$ cat src/design/psq_pkg.sv
// ----------------------------------------------------------------------------
// psq_pkg
// shared types and constants of the priority sequence queue
// ----------------------------------------------------------------------------
`default_nettype none

package psq_pkg;

    typedef enum logic [1:0] {
        FUNC_ENQUEUE = 2'd0,
        FUNC_REMOVE  = 2'd1,
        FUNC_CLEAR   = 2'd2
    } psq_func_t;

    typedef enum logic [1:0] {
        ACT_NONE       = 2'd0,
        ACT_START      = 2'd1,
        ACT_STOP       = 2'd2,
        ACT_STOP_START = 2'd3
    } psq_action_t;

    typedef enum logic [1:0] {
        ST_IDLE,
        ST_SCAN,
        ST_APPLY,
        ST_RESULT
    } psq_state_t;

    localparam logic CFG_START_DISABLED = 1'b0;
    localparam logic CFG_EFFECTS_PLAYER = 1'b1;

    localparam logic [1:0] EFFECTS_PLAYER_RESET = 2'd2;

    typedef struct packed {
        logic [1:0] func;
        logic [1:0] player;
        logic [7:0] seq_id;
        logic [7:0] priority_req;
        logic [7:0] fade;
    } psq_in_t;

    typedef struct packed {
        psq_action_t action;
        logic [1:0]  out_player;
        logic [7:0]  start_seq;
        logic [6:0]  start_priority;
        logic [7:0]  out_fade;
        logic [2:0]  queue_count;
    } psq_out_t;

    typedef struct packed {
        logic [7:0] id;
        logic [7:0] prio;
    } psq_entry_t;

    typedef struct packed {
        logic       scan;
        logic       ins;
        logic       rem;
        logic [1:0] player;
        logic [7:0] seq_id;
        logic [7:0] prio;
    } psq_ctl_t;

endpackage

`default_nettype wire

$ cat src/design/psq_cell.sv
// ----------------------------------------------------------------------------
// psq_cell
// one queue position for every player: compares against the command and
// shifts in from the left neighbour on insert or from the right on removal
// ----------------------------------------------------------------------------
`default_nettype none

module psq_cell
    import psq_pkg::*;
#(
    parameter int NUM_PLAYERS = 4
)
(
    input  wire logic       clk,
    input  wire psq_ctl_t   ctl,
    input  wire logic       slot_valid,
    input  wire psq_entry_t left_entry,
    input  wire logic       left_ge,
    input  wire logic       left_after,
    input  wire psq_entry_t right_entry,
    output psq_entry_t      entry,
    output logic            ge,
    output logic            after,
    output logic            match
);

    localparam int PW = (NUM_PLAYERS > 1) ? $clog2(NUM_PLAYERS) : 1;

    psq_entry_t       entry_reg [NUM_PLAYERS];
    psq_entry_t       entry_next;
    logic             match_reg;
    logic             ge_reg;
    logic [PW-1:0]    pidx;
    psq_entry_t       new_entry;

    assign pidx      = PW'(ctl.player);
    assign entry     = entry_reg[pidx];
    assign new_entry = '{id: ctl.seq_id, prio: ctl.prio};
    assign ge        = ge_reg;
    assign match     = match_reg;
    assign after     = match_reg | left_after;

    always_ff @(posedge clk)
    begin
        if (ctl.scan)
        begin
            match_reg <= slot_valid && (entry.id == ctl.seq_id);
            ge_reg    <= !slot_valid || (entry.prio <= ctl.prio);
        end
    end

    always_comb
    begin
        entry_next = entry;
        if (ctl.ins)
        begin
            if (left_ge)
                entry_next = left_entry;
            else if (ge_reg)
                entry_next = new_entry;
        end
        else if (ctl.rem && after)
        begin
            entry_next = right_entry;
        end
    end

    always_ff @(posedge clk)
    begin
        if (ctl.ins || ctl.rem)
            entry_reg[pidx] <= entry_next;
    end

endmodule

`default_nettype wire

$ cat src/design/priority_sequence_queue.sv
// a result is offered once the scan, apply and result steps have run in turn;
//   a new command is taken only after the last one leaves the result step, and
//   each step acts on the whole row of queue cells, one position per cell
// a waiting result does not block the next command from being accepted
// reset clears the fill counts, configuration and control; queue entries
//   hold no reset value and are only read below the fill count
// ----------------------------------------------------------------------------
// priority_sequence_queue
// per-player sorted queue of sequence ids with start and stop results
// ----------------------------------------------------------------------------
`default_nettype none

module priority_sequence_queue
    import psq_pkg::*;
#(
    parameter int NUM_PLAYERS = 4,
    parameter int QUEUE_DEPTH = 5
)
(
    input  wire logic       clk,
    input  wire logic       rst_n,
    input  wire logic       cmd_valid,
    output logic            cmd_ready,
    input  wire psq_in_t    cmd,
    output logic            rsp_valid,
    input  wire logic       rsp_ready,
    output psq_out_t        rsp,
    input  wire logic       cfg_we,
    input  wire logic       cfg_index,
    input  wire logic [1:0] cfg_data
);

    localparam int PW = (NUM_PLAYERS > 1) ? $clog2(NUM_PLAYERS) : 1;
    localparam int CW = $clog2(QUEUE_DEPTH + 1);

    psq_state_t      state_reg;
    psq_state_t      state_next;
    psq_in_t         cmd_reg;
    psq_out_t        rsp_reg;
    psq_out_t        rsp_next;
    logic            rsp_valid_reg;
    logic            start_disabled_reg;
    logic [1:0]      effects_player_reg;
    logic [CW-1:0]   count_reg [NUM_PLAYERS];
    logic [CW-1:0]   count_next;
    logic [CW-1:0]   cnt_reg;
    psq_action_t     act_reg;
    psq_action_t     act_next;
    logic            ins_en;
    logic            rem_en;
    logic            upd_en;
    logic [PW-1:0]   pidx;
    logic            player_ok;
    logic            may_start;
    logic [CW-1:0]   n;
    logic            load_rsp;
    psq_ctl_t        ctl;

    psq_entry_t      cell_entry [QUEUE_DEPTH];
    logic [QUEUE_DEPTH-1:0] cell_ge;
    logic [QUEUE_DEPTH-1:0] cell_after;
    logic [QUEUE_DEPTH-1:0] cell_match;
    logic [QUEUE_DEPTH-1:0] slot_valid;

    assign pidx      = PW'(cmd_reg.player);
    assign player_ok = 32'(cmd_reg.player) < NUM_PLAYERS;
    assign n         = count_reg[pidx];
    assign may_start = !start_disabled_reg || (cmd_reg.player == effects_player_reg);

    // cell row
    for (genvar i = 0; i < QUEUE_DEPTH; i++)
    begin : g_cell
        psq_entry_t left_entry;
        logic       left_ge;
        logic       left_after;
        psq_entry_t right_entry;

        assign slot_valid[i] = CW'(i) < n;

        if (i == 0)
        begin : g_first
            assign left_entry = '0;
            assign left_ge    = 1'b0;
            assign left_after = 1'b0;
        end
        else
        begin : g_inner
            assign left_entry = cell_entry[i-1];
            assign left_ge    = cell_ge[i-1];
            assign left_after = cell_after[i-1];
        end

        if (i == QUEUE_DEPTH - 1)
        begin : g_last
            assign right_entry = cell_entry[i];
        end
        else
        begin : g_mid
            assign right_entry = cell_entry[i+1];
        end

        psq_cell #(
            .NUM_PLAYERS (NUM_PLAYERS)
        ) u_cell (
            .clk         (clk),
            .ctl         (ctl),
            .slot_valid  (slot_valid[i]),
            .left_entry  (left_entry),
            .left_ge     (left_ge),
            .left_after  (left_after),
            .right_entry (right_entry),
            .entry       (cell_entry[i]),
            .ge          (cell_ge[i]),
            .after       (cell_after[i]),
            .match       (cell_match[i])
        );
    end

    // command decision from the scan flags
    always_comb
    begin
        ins_en     = 1'b0;
        rem_en     = 1'b0;
        upd_en     = 1'b0;
        act_next   = ACT_NONE;
        count_next = n;
        if (!player_ok)
        begin
            count_next = '0;
        end
        else
        begin
            unique case (cmd_reg.func)
                FUNC_ENQUEUE:
                begin
                    if (|cell_match)
                    begin
                        if (cell_match[0] && may_start)
                            act_next = ACT_START;
                    end
                    else if (cell_ge[QUEUE_DEPTH-1])
                    begin
                        ins_en = 1'b1;
                        upd_en = 1'b1;
                        if (n != CW'(QUEUE_DEPTH))
                            count_next = n + CW'(1);
                        if (cell_ge[0] && may_start)
                            act_next = ACT_START;
                    end
                end
                FUNC_REMOVE:
                begin
                    if (|cell_match)
                    begin
                        rem_en     = 1'b1;
                        upd_en     = 1'b1;
                        count_next = n - CW'(1);
                    end
                    if (cell_match[0] || (n == '0))
                    begin
                        if ((count_next != '0) && may_start)
                            act_next = ACT_STOP_START;
                        else
                            act_next = ACT_STOP;
                    end
                end
                FUNC_CLEAR:
                begin
                    upd_en     = 1'b1;
                    count_next = '0;
                end
                default:
                begin
                    act_next = ACT_NONE;
                end
            endcase
        end
    end

    // next state
    always_comb
    begin
        state_next = state_reg;
        unique case (state_reg)
            ST_IDLE:
                if (cmd_valid)
                    state_next = ST_SCAN;
            ST_SCAN:
                state_next = ST_APPLY;
            ST_APPLY:
                state_next = ST_RESULT;
            ST_RESULT:
                if (!rsp_valid_reg || rsp_ready)
                    state_next = ST_IDLE;
            default:
                state_next = ST_IDLE;
        endcase
    end

    // outputs of the sequencer
    always_comb
    begin
        cmd_ready  = 1'b0;
        load_rsp   = 1'b0;
        ctl.scan   = 1'b0;
        ctl.ins    = 1'b0;
        ctl.rem    = 1'b0;
        ctl.player = cmd_reg.player;
        ctl.seq_id = cmd_reg.seq_id;
        ctl.prio   = cmd_reg.priority_req;
        unique case (state_reg)
            ST_IDLE:
                cmd_ready = 1'b1;
            ST_SCAN:
                ctl.scan = 1'b1;
            ST_APPLY:
            begin
                ctl.ins = ins_en;
                ctl.rem = rem_en;
            end
            ST_RESULT:
                load_rsp = !rsp_valid_reg || rsp_ready;
            default:
                cmd_ready = 1'b0;
        endcase
    end

    // result item
    always_comb
    begin
        rsp_next                = '0;
        rsp_next.action         = act_reg;
        rsp_next.out_player     = cmd_reg.player;
        rsp_next.queue_count    = 3'(cnt_reg);
        if (act_reg != ACT_NONE)
            rsp_next.out_fade = cmd_reg.fade;
        if (act_reg == ACT_START)
        begin
            rsp_next.start_seq      = cmd_reg.seq_id;
            rsp_next.start_priority = cmd_reg.priority_req[6:0];
        end
        else if (act_reg == ACT_STOP_START)
        begin
            rsp_next.start_seq      = cell_entry[0].id;
            rsp_next.start_priority = cell_entry[0].prio[6:0];
        end
    end

    always_ff @(posedge clk or negedge rst_n)
    begin
        if (!rst_n)
        begin
            state_reg          <= ST_IDLE;
            rsp_valid_reg      <= 1'b0;
            start_disabled_reg <= 1'b0;
            effects_player_reg <= EFFECTS_PLAYER_RESET;
            for (int p = 0; p < NUM_PLAYERS; p++)
                count_reg[p] <= '0;
        end
        else
        begin
            state_reg <= state_next;
            if (load_rsp)
                rsp_valid_reg <= 1'b1;
            else if (rsp_ready)
                rsp_valid_reg <= 1'b0;
            if (cfg_we)
            begin
                unique case (cfg_index)
                    CFG_START_DISABLED: start_disabled_reg <= cfg_data[0];
                    CFG_EFFECTS_PLAYER: effects_player_reg <= cfg_data;
                    default:            start_disabled_reg <= start_disabled_reg;
                endcase
            end
            if ((state_reg == ST_APPLY) && upd_en)
                count_reg[pidx] <= count_next;
        end
    end

    always_ff @(posedge clk)
    begin
        if (cmd_valid && cmd_ready)
            cmd_reg <= cmd;
        if (state_reg == ST_APPLY)
        begin
            act_reg <= act_next;
            cnt_reg <= count_next;
        end
        if (load_rsp)
            rsp_reg <= rsp_next;
    end

    assign rsp_valid = rsp_valid_reg;
    assign rsp       = rsp_reg;

endmodule

`default_nettype wire

$ cat config.mk
export PLATFORM = sky130hd
export DESIGN_NAME = priority_sequence_queue
export DESIGN_NICKNAME = d
export VERILOG_FILES = /design/src/design/psq_pkg.sv /design/src/design/psq_cell.sv /design/src/design/priority_sequence_queue.sv
export SDC_FILE = /design/constraint.sdc
export NUM_CORES = 1
export LEC_CHECK = 0
export BUFFER_PORTS_ARGS = -buffer_cell sky130_fd_sc_hd__buf_2
export CAP_MARGIN = 25
export CORE_ASPECT_RATIO = 0.6
export CORE_MARGIN = 3
export CORE_UTILIZATION = 50
export DETAILED_ROUTE_END_ITERATION = 10
export PLACE_DENSITY_LB_ADDON = 0.3
export SYNTH_ARGS = -nofsm -noshare
export SYNTH_HDL_FRONTEND = slang
export SYNTH_SLANG_ARGS = --single-unit
$ cat constraint.sdc
create_clock -name clk -period 7.22 [get_ports clk]
set_clock_uncertainty 0.1 [all_clocks]
set_input_delay 1.083 -clock clk [delete_from_list [all_inputs] [get_ports clk]]
set_output_delay 1.083 -clock clk [all_outputs]
set_load 0.005 [all_outputs]
Word level (Yosys, flattened, before mapping):

Memories as Yosys holds them, arrays and structs flattened. A register that Yosys moved wholly into a read port is not among the register bits.
Cells that the tools add are included.

* flip-flop bits (word level): 91
* memory bits (writable): 320
* input port bits: 36
* logic and storage cells: 173
* memories: 5

* $add $sub $neg: 2
* order comparisons: 12
* equal/unequal tests: 16
* muxes and demuxes: 61
* bitwise gates (word level): 5
* reductions and logical operators: 41

Memory list
* g_cell[0].u_cell.entry_reg: words 4, width 16, read ports 1, clocked after memory_dff 1, wr ports 1, line psq_cell.sv:29 `psq_entry_t entry_reg [NUM_PLAYERS];`
* g_cell[1].u_cell.entry_reg: words 4, width 16, read ports 1, clocked after memory_dff 1, wr ports 1, line psq_cell.sv:29
* g_cell[2].u_cell.entry_reg: words 4, width 16, read ports 1, clocked after memory_dff 1, wr ports 1, line psq_cell.sv:29
* g_cell[3].u_cell.entry_reg: words 4, width 16, read ports 1, clocked after memory_dff 1, wr ports 1, line psq_cell.sv:29
* g_cell[4].u_cell.entry_reg: words 4, width 16, read ports 1, clocked after memory_dff 1, wr ports 1, line psq_cell.sv:29

Operators by type and width (number)
* 2-to-1 mux 16 bit: 18
* == test 8 bit: 5
* less-or-equal comparator 8 bit: 5
* 2-to-1 mux 15 bit: 2
* 2-to-1 mux 3 bit: 8
* 2-to-1 mux 2 bit: 10
* 2-to-1 mux 1 bit: 16
* logical AND 1 bit: 15
* bitwise mux 12 bit: 1
* logical OR 1 bit: 9
* one-hot mux 3 bit (3 select lines): 1
* == test 2 bit (second input constant): 4
* one-hot mux 2 bit (4 select lines): 1
* zero test 1 bit: 7
* binary-select mux 3 bit (select 2 bit): 1
* demux 3 bit (select 2 bit): 1
* == test 2 x 1 -> 1 bit (second input constant): 3
* < comparator 1 x 3 -> 1 bit (first input constant): 2
* < comparator 2 x 3 -> 1 bit (first input constant): 2
* AND reduction 2 bit: 3
* OR reduction 5 bit: 1
* zero test 2 bit: 2
* inequality test 2 bit (second input constant): 2
* one-hot mux 2 bit (2 select lines): 1
* 14 further kinds: 17

Logic depth before layout (Yosys ltp):

* depth after elaboration: 12
* gate-level depth with buffers: 12

By module:

From an unflattened synthesis, not the netlist that was laid out.

* cells, all modules: 1354
* area total of the unflattened synthesis: 20180.6 µm²

Modules (own cells, without submodules)
* psq_cell: times used 5, cells each 225, area an instance 3338.2 µm²
* priority_sequence_queue: times used 1, cells each 229, area an instance 3489.6 µm²

Least setup slack after synthesis:

No wires, ideal clock.

* path kind: reg-to-reg
* from: reg g_cell[0].u_cell.match_reg
* to: mem g_cell[0].u_cell.entry_reg[0][0] (netlist bit) (enable)
* library setup time: 0.617 ns
* arrival time: 6.884 ns
* data required time: 6.503 ns
* slack: -0.381 ns
* cell stages (with the launch flop): 7
* path buffers: 0
* cells stage by stage: edfxtp_1 or4_4 nor2_4 nand2_1 o21ai_0 nand3b_1 nor3_1

* longest elaborated chain between the ends: 7

Ends and longest elaborated chain
* from (decl): line psq_cell.sv:31 `logic match_reg;`
* from (signal assigned): line psq_cell.sv:47 `match_reg <= slot_valid && (entry.id == ctl.seq_id);`
* OR reduction 5 bit (*): line priority_sequence_queue.sv:136, priority_sequence_queue.sv:153
* 2-to-1 mux 1 bit (on tied branches): line priority_sequence_queue.sv:136, priority_sequence_queue.sv:153
* 2-to-1 mux 1 bit: line priority_sequence_queue.sv:133 `unique case (cmd_reg.func)`
* 2-to-1 mux 2 bit (*): line priority_sequence_queue.sv:211 `unique case (state_reg)`
* logical OR 1 bit (*): line psq_cell.sv:70 `if (ctl.ins || ctl.rem)`
* 2-to-1 mux 1 bit (*): line psq_cell.sv:70
* 2-to-1 mux 1 bit (implied by the code) (*): line psq_cell.sv:71 `entry_reg[pidx] <= entry_next;`
* to (decl): line psq_cell.sv:29

Every way passes the cells marked *; elsewhere a longest branch is shown, timed or not.

Final worst setup path:

* from: reg g_cell[0].u_cell.match_reg
* to: mem g_cell[4].u_cell.entry_reg[1][5] (netlist bit) (enable)

* longest elaborated chain between the ends: 7

Ends and longest elaborated chain (line)
* OR reduction 5 bit (*): priority_sequence_queue.sv:136, priority_sequence_queue.sv:153
* 2-to-1 mux 1 bit (on tied branches): priority_sequence_queue.sv:136, priority_sequence_queue.sv:153
* 2-to-1 mux 1 bit: priority_sequence_queue.sv:133
* 2-to-1 mux 2 bit (*): priority_sequence_queue.sv:211
* logical OR 1 bit (*): psq_cell.sv:70
* 2-to-1 mux 1 bit (*): psq_cell.sv:70
* 2-to-1 mux 1 bit (implied by the code) (*): psq_cell.sv:71
* to (decl): psq_cell.sv:29

Marked as above.

==> flow_metrics.env <==
export IMPL_fin_cells=1871
export IMPL_first_pass_iters=5
export IMPL_power_frac_seq_pct=43.9
export IMPL_slew_violations=0
export IMPL_layout_min_cycle_time_ps=4050
export IMPL_core_area_sq_mm=0.0380
export IMPL_hold_ws_ps=382
export IMPL_die_h_microns=159
export IMPL_die_w_microns=261
export IMPL_power_frac_comb_pct=29.5
export IMPL_syn_area_sq_mm=0.0194
export IMPL_place_ws_ps=3190
export IMPL_p_int_mw=5.15
export IMPL_yosys_area_share_xor_xnor_pct=1.98
export IMPL_hold_viol_final=0
export IMPL_synth_simple_area_share_pct=6.03
export IMPL_largest_reg_flops=320
export IMPL_area_growth_pct=11.1
export IMPL_grt_pass1_vias=11500
export IMPL_insertedDiodeCount=0
export IMPL_power_density_mw_per_mm2=354
export IMPL_cts_resized=0
export IMPL_synthTopCellsByArea="edfxtp_1 61%, mux4_2 9.5%, mux2i_1 5.0%, ha_1 3.1%, a211oi_1 2.5%"
export IMPL_nFillCells=3000
export IMPL_insertion_delay_ps=540
export IMPL_switchingPower_mw=2.48
export IMPL_antenna_found_initial=0
export IMPL_critPathMaxFanout=56
export IMPL_startpoint_type="register"
export IMPL_rsz0062_at_grt="false"
export IMPL_wl_mm=45.9
export IMPL_h_tree_depth=2
export IMPL_vias_per_cell=6.19
export IMPL_cts_max_path_buffers=3
export IMPL_min_period_over_period_pct=56.0
export IMPL_synth_compound_area_share_pct=7.58
export IMPL_path_class="reg2reg"
export IMPL_multiInputGateArea_sq_mm=0.00674
export IMPL_grt_usage_pct=22.4
export IMPL_synth_seq_cells=413
export IMPL_cp_required_ps=7280
export IMPL_postCtsSetupBuffers=0
export IMPL_async_flop_share_pct=4.36
export IMPL_maxCapViolCount=0
export IMPL_numCtsBuffers=38
export IMPL_placed_area_sq_mm=0.0203
export IMPL_arrival_ps=4110
export IMPL_vias=11600
export IMPL_io_buffers=67
export IMPL_worst_pin_slew_ps=923
export IMPL_fin_util_pct=56.8
export IMPL_ys_types=53
export IMPL_yosysMostFrequentCell="edfxtp_1"
export IMPL_setup_ws_ps=3170
export IMPL_status="finished clean"
export IMPL_drive_gt1_share_pct=19.5
export IMPL_rows=55
export IMPL_synth_top_family_by_area="multiplexers"
export IMPL_fmax_mhz=247
export IMPL_io_pins=68
export IMPL_drc=0
export IMPL_holdBufCountCts=0
export IMPL_power_mw=7.64
export IMPL_cts_tree="built"
export IMPL_ys_flop_type="edfxtp_1"
export IMPL_initial_core_util_pct=51.2
export IMPL_syn_inst=1278
export IMPL_end_kind="register"
export IMPL_fin_tns_setup_ps=0
export IMPL_synth_common_cells="393 x edfxtp_1, 97 x mux2i_1, 94 x nand2_1"
export IMPL_dp_hpwl_mm=29.0
export IMPL_place_gp_congestion=0.811
export IMPL_first_iter_violations=1162
export IMPL_p_sw_share_pct=32.5
export IMPL_synthAdderAreaFrac_pct=3.09
export IMPL_synthDominantCellAreaShare_pct=60.7
export IMPL_syn_nets=1362
export IMPL_setup_violations=0
export IMPL_vdd_drop_max_uv=340
export IMPL_die_area_sq_mm=0.0413
export IMPL_cts_sinks=413
export IMPL_final_cell_area_sq_mm=0.0216
export IMPL_synthMuxAreaShare_pct=15.8
export IMPL_fin_nets=1412
export IMPL_post_drt_wl_per_cell_microns=24.5
export IMPL_place_inst=1799
export IMPL_min_path_type="reg2reg"
export IMPL_cts_root_buf="clkbuf_16"
export IMPL_overflow=0
export IMPL_p_leak_nw=7.44
export IMPL_synth_edf_count=393
export IMPL_relSlewSlack_pct=38.4
export IMPL_grt_max_degree=83
export IMPL_grt_pass1_wl_mm=70.7
export IMPL_yosysWarnings=0
export IMPL_ant_nets=0
export IMPL_yosysTopAreaCell="edfxtp_1"
export IMPL_synth_avg_cell_area_sq_um=15.2
export IMPL_clk_pin_slew_ps=70
export IMPL_seq_area_frac_synth_pct=63.3
export IMPL_pwr_share_clk_pct=26.6
export IMPL_ff_latch_area_sq_mm=0.0123
[power by group through the flow]
stage | combinational (mW) | sequential, mW | clock [mW]
floorplan | 1.65 | 3.25 | 0
global placement | 2.14 | 3.40 | 0
detailed placement | 2.20 | 3.42 | 0
CTS | 2.21 | 3.37 | 2.07
global route | 2.46 | 3.38 | 2.17
finish | 2.25 | 3.35 | 2.03
[cells by family (layout without fill, tap and decap cells)]
family	after synthesis	in the layout
buffers and inverters	103	183
multiplexers	197	197
adder cells (fa/ha/maj)	48	48
XOR/XNOR	44	44
AND/OR/NAND/NOR	240	240
flip-flops	413	413
AO/OA/AOI/OAI	233	233
[critical path: stages (launching register included)]
cell      delay, ps
edfxtp_1        510
or4_4           580
nor2_4          210
nand2_1          80
o21ai_0         100
nand3b_1        360
nor2_4          850
buf_4           840
[layer usage]
metal  wire (microns)  up-vias  track usage, %
met3             3980       80            4.72
li1                 -     5114               -
met2            20400      510            32.6
met5                0        -               0
met1            20600     5874            34.6
met4              883        0            5.29
[path summary, 6_finish.rpt]
| check | start | end | slack (ps) | cells after the start |
|---|---|---|---|---|
| setup reg to reg | g_cell[0].u_cell.match$_DFFE_PN_ | g_cell[4].u_cell.entry_reg[1][5]$_DFFE_PP_ | 3170 | 7 |
| max in group asynchronous | rst_n | effects_player_reg[1]$_DFFE_PN1P_ | 6290 | 1 |
| setup / recovery | g_cell[0].u_cell.match$_DFFE_PN_ | g_cell[4].u_cell.entry_reg[1][5]$_DFFE_PP_ | 3170 | 7 |
| min in group asynchronous | rst_n | rsp_valid$_DFFE_PN0P_ | 390 | 1 |
| hold / removal | cnt_reg[2]$_DFFE_PP_ | rsp[2]$_DFFE_PP_ | 380 | 0 |
| hold reg to reg | cnt_reg[2]$_DFFE_PP_ | rsp[2]$_DFFE_PP_ | 380 | 0 |
[final cells by class]
class                   count  area share, %
clock buffers              50           4.96
clock inverters            20          0.852
inverters                  25          0.435
multi-input cells         762           31.2
flip-flops and latches    413           57.0
well taps                 513           2.97
repair buffers             88           2.56
[cells in the final DEF, fill, tap and decap left out, types with 13 or more instances in the layout]
master     Yosys  routed
a211oi_1      65      65
a21oi_1       82      82
a31oi_1       17      17
buf_2         12      67
buf_4          3      18
clkbuf_16      0      41
dfrtp_1       17      17
edfxtp_1     393     393
ha_1          48      48
inv_1         24      24
mux2i_1       97      97
mux4_2        82      82
nand2_1       94      94
nor2_1        47      44
nor2b_1       46      46
o21ai_0       23      23
o22ai_1       13      13
xnor2_1       19      19
xor2_1        25      25
No activity file was read; power rests on OpenSTA's default activity.
